**config.mk**
```make
export PLATFORM = sky130hd
export DESIGN_NAME = regex_infix_to_postfix
export DESIGN_NICKNAME = d
export VERILOG_FILES = /design/src/rtl/ritp_pkg.sv /design/src/rtl/ritp_fifo.sv /design/src/rtl/ritp_front.sv /design/src/rtl/ritp_back.sv /design/src/rtl/regex_infix_to_postfix.sv
export SDC_FILE = /design/constraint.sdc
export NUM_CORES = 1
export LEC_CHECK = 0
export ABC_AREA = 1
export BUFFER_PORTS_ARGS = -buffer_cell sky130_fd_sc_hd__buf_2
export CORE_MARGIN = 3
export CORE_UTILIZATION = 35
export DETAILED_ROUTE_END_ITERATION = 10
export PLACE_DENSITY_LB_ADDON = 0.12
export SETUP_SLACK_MARGIN = 0.2
export SYNTH_ARGS = -nofsm -noshare
export SYNTH_HDL_FRONTEND = slang
export SYNTH_SLANG_ARGS = --single-unit
```
**constraint.sdc**
```tcl
create_clock -name clk -period 9.5 [get_ports clk]
set_clock_uncertainty 0.2 [all_clocks]
set_input_delay 1.9 -clock clk [delete_from_list [all_inputs] [get_ports clk]]
set_output_delay 1.9 -clock clk [all_outputs]
set_load 0.005 [all_outputs]
```
**src/rtl/ritp_pkg.sv**
```systemverilog
// ritp_pkg: shared types, operator codes and character constants for the
// regex infix-to-postfix converter; no dependencies
`default_nettype none

package ritp_pkg;

  // queue depths between the parts
  localparam int CMDQ_DEPTH = 2;
  localparam int RESQ_DEPTH = 2;

  // stacked operator codes, ordered by binding strength (lower binds tighter)
  localparam logic [1:0] OP_LPAREN = 2'd0;
  localparam logic [1:0] OP_STAR   = 2'd1;
  localparam logic [1:0] OP_CAT    = 2'd2;
  localparam logic [1:0] OP_ALT    = 2'd3;

  // error codes
  localparam logic [1:0] ERR_NONE     = 2'd0;
  localparam logic [1:0] ERR_PAREN    = 2'd1;
  localparam logic [1:0] ERR_OVERFLOW = 2'd2;

  // input action codes
  localparam logic ACT_BYTE  = 1'b0;
  localparam logic ACT_FLUSH = 1'b1;

  // ascii characters
  localparam logic [7:0] CH_STAR   = 8'h2A;
  localparam logic [7:0] CH_CAT    = 8'h26;
  localparam logic [7:0] CH_ALT    = 8'h7C;
  localparam logic [7:0] CH_LPAREN = 8'h28;
  localparam logic [7:0] CH_RPAREN = 8'h29;

  typedef enum logic [2:0] {
    CMD_OPERAND,
    CMD_OPER,
    CMD_LPAREN,
    CMD_RPAREN,
    CMD_FLUSH
  } cmd_kind_t;

  // classified command from front to back
  typedef struct packed {
    cmd_kind_t  kind;
    logic [1:0] code;
    logic [7:0] sym;
  } cmd_t;

  // one result beat
  typedef struct packed {
    logic       has_symbol;
    logic [7:0] symbol;
    logic       last;
    logic [1:0] error_code;
  } res_t;

  // character emitted for a stacked operator code
  function automatic logic [7:0] code_char(input logic [1:0] code);
    logic [7:0] ch;
    unique case (code)
      OP_LPAREN: ch = CH_LPAREN;
      OP_STAR:   ch = CH_STAR;
      OP_CAT:    ch = CH_CAT;
      default:   ch = CH_ALT;
    endcase
    return ch;
  endfunction

endpackage

`default_nettype wire

```
**src/rtl/ritp_fifo.sv**
```systemverilog
// ritp_fifo: small synchronous queue of registers, used between the parts
// no package dependencies
`default_nettype none

module ritp_fifo #(
  parameter int DATA_W = 8,
  parameter int DEPTH  = 2
) (
  input  wire logic              clk,
  input  wire logic              rst_n,
  input  wire logic              wr_en,
  input  wire logic [DATA_W-1:0] wr_data,
  output logic                   full,
  input  wire logic              rd_en,
  output logic [DATA_W-1:0]      rd_data,
  output logic                   empty
);

  localparam int PTR_W = (DEPTH > 1) ? $clog2(DEPTH) : 1;
  localparam int CNT_W = $clog2(DEPTH + 1);

  logic [DATA_W-1:0] mem_r [DEPTH];
  logic [PTR_W-1:0]  wr_ptr_r, wr_ptr_nxt;
  logic [PTR_W-1:0]  rd_ptr_r, rd_ptr_nxt;
  logic [CNT_W-1:0]  cnt_r, cnt_nxt;
  logic              do_wr, do_rd;

  assign full    = (cnt_r == CNT_W'(DEPTH));
  assign empty   = (cnt_r == '0);
  assign do_wr   = wr_en && !full;
  assign do_rd   = rd_en && !empty;
  assign rd_data = mem_r[rd_ptr_r];

  // pointer and fill count update
  always_comb begin
    wr_ptr_nxt = wr_ptr_r;
    rd_ptr_nxt = rd_ptr_r;
    cnt_nxt    = cnt_r;
    if (do_wr) begin
      wr_ptr_nxt = (wr_ptr_r == PTR_W'(DEPTH - 1)) ? '0 : wr_ptr_r + 1'b1;
    end
    if (do_rd) begin
      rd_ptr_nxt = (rd_ptr_r == PTR_W'(DEPTH - 1)) ? '0 : rd_ptr_r + 1'b1;
    end
    if (do_wr && !do_rd) begin
      cnt_nxt = cnt_r + 1'b1;
    end else if (do_rd && !do_wr) begin
      cnt_nxt = cnt_r - 1'b1;
    end
  end

  always_ff @(posedge clk) begin
    if (!rst_n) begin
      wr_ptr_r <= '0;
      rd_ptr_r <= '0;
      cnt_r    <= '0;
    end else begin
      wr_ptr_r <= wr_ptr_nxt;
      rd_ptr_r <= rd_ptr_nxt;
      cnt_r    <= cnt_nxt;
    end
  end

  // storage, no reset
  always_ff @(posedge clk) begin
    if (do_wr) begin
      mem_r[wr_ptr_r] <= wr_data;
    end
  end

endmodule

`default_nettype wire

```
**src/rtl/ritp_front.sv**
```systemverilog
// ritp_front: accepts input beats and classifies each byte into a command
// depends on ritp_pkg
`default_nettype none

module ritp_front
  import ritp_pkg::*;
(
  input  wire logic       in_push,
  input  wire logic       q_full,
  input  wire logic       in_action,
  input  wire logic [7:0] in_symbol,
  output logic            cmd_wr,
  output cmd_t            cmd
);

  logic keep;

  function automatic logic is_alnum(input logic [7:0] c);
    return ((c >= 8'h30) && (c <= 8'h39)) ||
           ((c >= 8'h41) && (c <= 8'h5A)) ||
           ((c >= 8'h61) && (c <= 8'h7A));
  endfunction

  // classify, bytes of no meaning are dropped here
  always_comb begin
    keep      = 1'b1;
    cmd.kind  = CMD_OPERAND;
    cmd.code  = OP_LPAREN;
    cmd.sym   = in_symbol;
    priority if (in_action == ACT_FLUSH) begin
      cmd.kind = CMD_FLUSH;
    end else if (is_alnum(in_symbol)) begin
      cmd.kind = CMD_OPERAND;
    end else if (in_symbol == CH_STAR) begin
      cmd.kind = CMD_OPER;
      cmd.code = OP_STAR;
    end else if (in_symbol == CH_CAT) begin
      cmd.kind = CMD_OPER;
      cmd.code = OP_CAT;
    end else if (in_symbol == CH_ALT) begin
      cmd.kind = CMD_OPER;
      cmd.code = OP_ALT;
    end else if (in_symbol == CH_LPAREN) begin
      cmd.kind = CMD_LPAREN;
    end else if (in_symbol == CH_RPAREN) begin
      cmd.kind = CMD_RPAREN;
    end else begin
      keep = 1'b0;
    end
  end

  assign cmd_wr = in_push && !q_full && keep;

endmodule

`default_nettype wire

```
**src/rtl/ritp_back.sv**
```systemverilog
// ritp_back: operator stack engine, one stack action
// per cycle, held by queue stalls; depends on ritp_pkg
`default_nettype none

module ritp_back
  import ritp_pkg::*;
#(
  parameter int STACK_DEPTH = 16
) (
  input  wire logic clk,
  input  wire logic rst_n,
  input  wire cmd_t cmd,
  input  wire logic cmd_empty,
  output logic      cmd_pop,
  input  wire logic res_full,
  output logic      res_wr,
  output res_t      res
);

  localparam int IDX_W = (STACK_DEPTH > 1) ? $clog2(STACK_DEPTH) : 1;
  localparam int CNT_W = $clog2(STACK_DEPTH + 1);

  logic [1:0]       stack_r [STACK_DEPTH];
  logic [CNT_W-1:0] count_r, count_nxt;
  logic [1:0]       err_r, err_nxt;
  logic [CNT_W-1:0] count_dec;
  logic [1:0]       top_code;
  logic             stk_empty, stk_full;
  logic             push_en;
  logic [1:0]       push_code;

  assign count_dec = count_r - 1'b1;
  assign top_code  = stack_r[count_dec[IDX_W-1:0]];
  assign stk_empty = (count_r == '0);
  assign stk_full  = (count_r == CNT_W'(STACK_DEPTH));

  // one step on the head command
  always_comb begin
    count_nxt = count_r;
    err_nxt   = err_r;
    cmd_pop   = 1'b0;
    res_wr    = 1'b0;
    res       = '0;
    push_en   = 1'b0;
    push_code = cmd.code;
    if (!cmd_empty) begin
      unique case (cmd.kind)
        CMD_OPERAND: begin
          if (!res_full) begin
            res_wr         = 1'b1;
            res.has_symbol = 1'b1;
            res.symbol     = cmd.sym;
            cmd_pop        = 1'b1;
          end
        end
        CMD_OPER: begin
          if (!stk_empty && top_code != OP_LPAREN && top_code <= cmd.code) begin
            // pop an operator that binds at least as tightly
            if (!res_full) begin
              res_wr         = 1'b1;
              res.has_symbol = 1'b1;
              res.symbol     = code_char(top_code);
              count_nxt      = count_dec;
            end
          end else begin
            cmd_pop = 1'b1;
            if (stk_full) begin
              if (err_r == ERR_NONE) err_nxt = ERR_OVERFLOW;
            end else begin
              push_en = 1'b1;
            end
          end
        end
        CMD_LPAREN: begin
          cmd_pop   = 1'b1;
          push_code = OP_LPAREN;
          if (stk_full) begin
            if (err_r == ERR_NONE) err_nxt = ERR_OVERFLOW;
          end else begin
            push_en = 1'b1;
          end
        end
        CMD_RPAREN: begin
          if (stk_empty) begin
            // no matching open parenthesis
            cmd_pop = 1'b1;
            if (err_r == ERR_NONE) err_nxt = ERR_PAREN;
          end else if (top_code == OP_LPAREN) begin
            cmd_pop   = 1'b1;
            count_nxt = count_dec;
          end else if (!res_full) begin
            res_wr         = 1'b1;
            res.has_symbol = 1'b1;
            res.symbol     = code_char(top_code);
            count_nxt      = count_dec;
          end
        end
        CMD_FLUSH: begin
          if (!stk_empty) begin
            if (top_code == OP_LPAREN) begin
              // unclosed parenthesis
              count_nxt = count_dec;
              if (err_r == ERR_NONE) err_nxt = ERR_PAREN;
            end else if (!res_full) begin
              res_wr         = 1'b1;
              res.has_symbol = 1'b1;
              res.symbol     = code_char(top_code);
              count_nxt      = count_dec;
            end
          end else if (!res_full) begin
            // closing beat with the sticky error
            res_wr         = 1'b1;
            res.last       = 1'b1;
            res.error_code = err_r;
            count_nxt      = '0;
            err_nxt        = ERR_NONE;
            cmd_pop        = 1'b1;
          end
        end
        default: begin
          cmd_pop = 1'b1;
        end
      endcase
    end
    if (push_en) begin
      count_nxt = count_r + 1'b1;
    end
  end

  always_ff @(posedge clk) begin
    if (!rst_n) begin
      count_r <= '0;
      err_r   <= ERR_NONE;
    end else begin
      count_r <= count_nxt;
      err_r   <= err_nxt;
    end
  end

  // stack entries, no reset
  always_ff @(posedge clk) begin
    if (push_en) begin
      stack_r[count_r[IDX_W-1:0]] <= push_code;
    end
  end

endmodule

`default_nettype wire

```
**src/rtl/regex_infix_to_postfix.sv**
```systemverilog
// a result beat passes the command queue, the stack engine and the result queue
// before it shows on the out_ ports; the stack engine does one push or pop a
// cycle unless an empty command queue or, for a beat it must emit, a full result
// queue holds it, and a flush pops every stacked entry before its closing beat
// reset: synchronous, active low; clears both queues, stack count and error
`default_nettype none

module regex_infix_to_postfix
  import ritp_pkg::*;
#(
  parameter int STACK_DEPTH = 16
) (
  input  wire logic       clk,
  input  wire logic       rst_n,
  input  wire logic       in_push,
  output logic            in_full,
  input  wire logic       in_action,
  input  wire logic [7:0] in_symbol,
  output logic            out_empty,
  input  wire logic       out_pop,
  output logic            out_has_symbol,
  output logic [7:0]      out_symbol,
  output logic            out_last,
  output logic [1:0]      out_error_code
);

  cmd_t cmd_in, cmd_head;
  logic cmd_wr, cmd_pop, cmd_empty;
  res_t res_in, res_head;
  logic res_wr, res_full;

  // classify incoming beats
  ritp_front u_front (
    .in_push   (in_push),
    .q_full    (in_full),
    .in_action (in_action),
    .in_symbol (in_symbol),
    .cmd_wr    (cmd_wr),
    .cmd       (cmd_in)
  );

  // command queue between front and back
  ritp_fifo #(
    .DATA_W ($bits(cmd_t)),
    .DEPTH  (CMDQ_DEPTH)
  ) u_cmdq (
    .clk     (clk),
    .rst_n   (rst_n),
    .wr_en   (cmd_wr),
    .wr_data (cmd_in),
    .full    (in_full),
    .rd_en   (cmd_pop),
    .rd_data (cmd_head),
    .empty   (cmd_empty)
  );

  // stack engine
  ritp_back #(
    .STACK_DEPTH (STACK_DEPTH)
  ) u_back (
    .clk       (clk),
    .rst_n     (rst_n),
    .cmd       (cmd_head),
    .cmd_empty (cmd_empty),
    .cmd_pop   (cmd_pop),
    .res_full  (res_full),
    .res_wr    (res_wr),
    .res       (res_in)
  );

  // result queue
  ritp_fifo #(
    .DATA_W ($bits(res_t)),
    .DEPTH  (RESQ_DEPTH)
  ) u_resq (
    .clk     (clk),
    .rst_n   (rst_n),
    .wr_en   (res_wr),
    .wr_data (res_in),
    .full    (res_full),
    .rd_en   (out_pop),
    .rd_data (res_head),
    .empty   (out_empty)
  );

  assign out_has_symbol = res_head.has_symbol;
  assign out_symbol     = res_head.symbol;
  assign out_last       = res_head.last;
  assign out_error_code = res_head.error_code;

endmodule

`default_nettype wire

```
==> flow_summary.yaml <==
clock_network:
  clk_latency_ns: 0.35
  cts-root-buf: "clkbuf_16"
  cts_tree: "yes"
  cts_hold_buf: 0
  clk_pin_slew_ns: 0.06
  cts_max_level: 3
  cts_sinks: 99
  ctsResizeCount: 0
  cts_buffer_depth: 2
  post_cts_buffers: 0
  numCtsBuffers: 9
floorplanning:
  initial_core_util_pct: 36.0
  core_area_sq_um: 14600
  ios: 27
  placementRows: 44
  die_y_um: 129
  die_area_sq_um: 16600
  chipWidth_um: 129
grt:
  grt_max_degree: 24
  antenna_found_initial: 0
  grt_use_total_pct: 14.6
  grt_pass1_vias: 3658
  overflow: 0
  grt_pass1_wl_um: 18800
power_and_ir_drop:
  seq_power_share_pct: 30.6
  power_mw: 1.98
  pwr-share-clk_pct: 18.2
  swShare_pct: 45.6
  p_per_area_nw_per_um2: 340
  p_leak_nw: 2.37
  combPwrFrac_pct: 51.2
  p_int_mw: 1.08
  switching_power_mw: 0.903
  ir_drop_v: 0.000125
placement:
  dp.final_hpwl_um: 8500
  io_buffers: 26
  place_congestion: 0.861
  placed_cells: 768
synth:
  synthMuxAreaShare_pct: 2.94
  ys_seq_elements: 99
  synth_compound_area_share_pct: 7.91
  synth_xor_area_share_pct: 0.665
  ys_seq_area_share_pct: 53.2
  synthAdderAreaFrac_pct: 3.32
  synth_simple_gate_area_share_pct: 25.5
  syn_avg_cell_area_sq_um: 9.20
  synthCells: 573
  synth_area_sq_um: 5270
  synth_top_family_by_area: "simple AND/OR/NAND/NOR gates"
  ys_warn_count: 0
  syn_nets: 600
  yosysUniqueCellTypes: 41
setup_path:
  crit_chain: "inv_1 > ha_1 > inv_1 > a21oi_1 > a22oi_1 > nand2_1 > nand3_1 > nand2_1 > ha_1 > inv_1 > nand2_2 > inv_1 > nand3_1 > nand4_1 > nand2_1 > nor2_1"
  crit_fanout: 23
  critical_path_class: "reg2reg"
  worstSetupEndpointType: "register"
  crit_slowest_cell: "dfxtp_1"
  start_kind: "register"
  cp_common_cell: "inv_1"
  required_ns: 9.27
  slowest_delay_ns: 0.80
  arrival_ns: 5.06
timing:
  worst_pin_slew_ns: 1.14
  setup_tns_ns: 0
  slew_violations: 0
  hold_viol: 0
  max_freq_mhz: 189
  setup_viol: 0
  fin_crit_sh_pct: 55.6
  rsz0062_at_grt: "false"
  relSlewSlack_pct: 23.6
  final.min_clock_period_ns: 5.29
detailed_routing:
  postRouteWirelength_um: 11600
  vias_per_cell: 4.88
  avgRoutedWirePerCell_um: 14.7
  postRouteAntennaNets: 0
  drc_errors: 0
  firstDrtPassIters: 6
  vias: 3827
  dr.first_iter.drc_count: 248
finish:
  final_common_cell: "nand2_1"
  syn_to_final_growth_pct: 10.6
  final_cell_mix: "nand2_1 (138), edfxtp_1 (82), nor2_1 (66)"
  fillCellCount: 1446
  final-instance-count-excl-fill: 784
  drive_gt1_share_pct: 15.0
  diodes: 0
  nets: 622
min_path:
  hold_class: "reg2reg"
run:
  maxCapViolations: 0
outcome:
  status: "finished, final reports clean"
[power groups by stage]
stage               combinational, mW  clock [mW]  sequential [mW]
detailed placement               1.01           0            0.617
finish                           1.01       0.361            0.606
global route                     1.17       0.392            0.615
floorplan                       0.827           0            0.571
global placement                 1.01           0            0.616
CTS                              1.02       0.375            0.607
[synth_stat cells]
cell type    n  area, sq um
nor2_8       1         20.0
a21oi_2      1         8.76
nand3_2      3         30.0
nand4_1      6         37.5
nand2_4      7         78.8
a211oi_1     1         7.51
nor2_4       1         11.3
buf_6        2         22.5
clkbuf_1     5         18.8
dfxtp_1     17          340
mux2_2      12          135
xor2_1       4         35.0
a21oi_1     36          180
inv_6        1         8.76
nand3_1     33          165
o21ai_1      1         5.00
mux2i_1      2         20.0
nand2_2     10         62.6
ha_1        14          175
nor3_1      11         55.1
buf_2        6         30.0
buf_12       1         20.0
buf_1        1         3.75
nand2_1    138          518
o211ai_1     5         37.5
nor2_1      66          248
edfxtp_1    82         2460
and2_4       1         8.76
o22ai_1      3         18.8
inv_2        2         7.51
inv_1       60          225
nor2_2       6         37.5
buf_4        1         7.51
o21ai_2      1         8.76
o21ai_0     17         85.1
a32o_1       2         20.0
a22oi_1      6         45.0
and3_1       1         6.26
or2_4        1         8.76
nand3_4      2         35.0
nor4_1       3         18.8
[stage by stage]
stage	hold WS, ns	area (sq um)	setup WS [ns]	utilization, %
4_1_cts	0.293	5830	4.17	39.8
6_report	0.294	5830	4.21	39.8
3_3_place_gp	0.275	5540	4.38	37.8
2_1_floorplan	0.242	5270	5.46	-
3_5_place_dp	0.281	5540	4.19	37.8
5_1_grt	0.320	5830	3.69	39.8
[final cells by class]
cell class | instances | area [sq um] | share of cell area [%]
Timing Repair Buffer | 27 | 138 | 2.36
Inverter | 63 | 241 | 4.14
Sequential cell | 99 | 2800 | 48.1
Clock buffer | 9 | 225 | 3.86
Multi-Input combinational cell | 395 | 2120 | 36.4
Tap cell | 184 | 230 | 3.95
Clock inverter | 7 | 67.6 | 1.16
[per-layer routing]
metal	track usage, %	share of wire [%]	vias up
li1	-	-	1978
met1	20.9	52	1774
met2	21.6	44	62
met3	3.49	3.1	13
met4	5.25	1.7	0
met5	0	0	-
[sequential cells by signal, indices dropped and copies added, names as in the netlist, 2 cells and up, named ones only]
| name | cells |
|---|---|
| u_back.stack_r | 32 |
| u_cmdq.cnt_r | 2 |
| u_back.err_r | 2 |
| u_resq.mem_r | 24 |
| u_cmdq.mem_r | 26 |
| u_resq.cnt_r | 2 |
| u_back.count_r | 5 |
[final timing paths]
kind                          start  depth (start not counted)                 end  slack, ns
hold / removal      u_cmdq.cnt_r[1]                          2     u_cmdq.cnt_r[1]       0.29
setup reg to reg  u_back.count_r[0]                         16  u_resq.mem_r[0][2]       4.21
hold reg to reg     u_cmdq.cnt_r[1]                          2     u_cmdq.cnt_r[1]       0.29
setup / recovery  u_back.count_r[0]                         16  u_resq.mem_r[0][2]       4.21
[logic make-up after synthesis]
kind of cell / after synthesis
and+or+nand+nor: 290
DFF: 99
buffers and inverters: 79
AOI/OAI and AO/OA: 73
muxes: 14
adders and majority gates: 14
xor gates and xnor gates: 4
[critical path: cells and delay by family, from the launching register on]
kind | cells | cell delay [ns]
buffers and inverters | 4 | 1.18
adder cells (fa/ha/maj) | 2 | 0.90
AO/OA/AOI/OAI | 2 | 0.29
AND/OR/NAND/NOR | 8 | 1.51
flip-flops | 1 | 0.80
(Power assumes the default switching activity.)
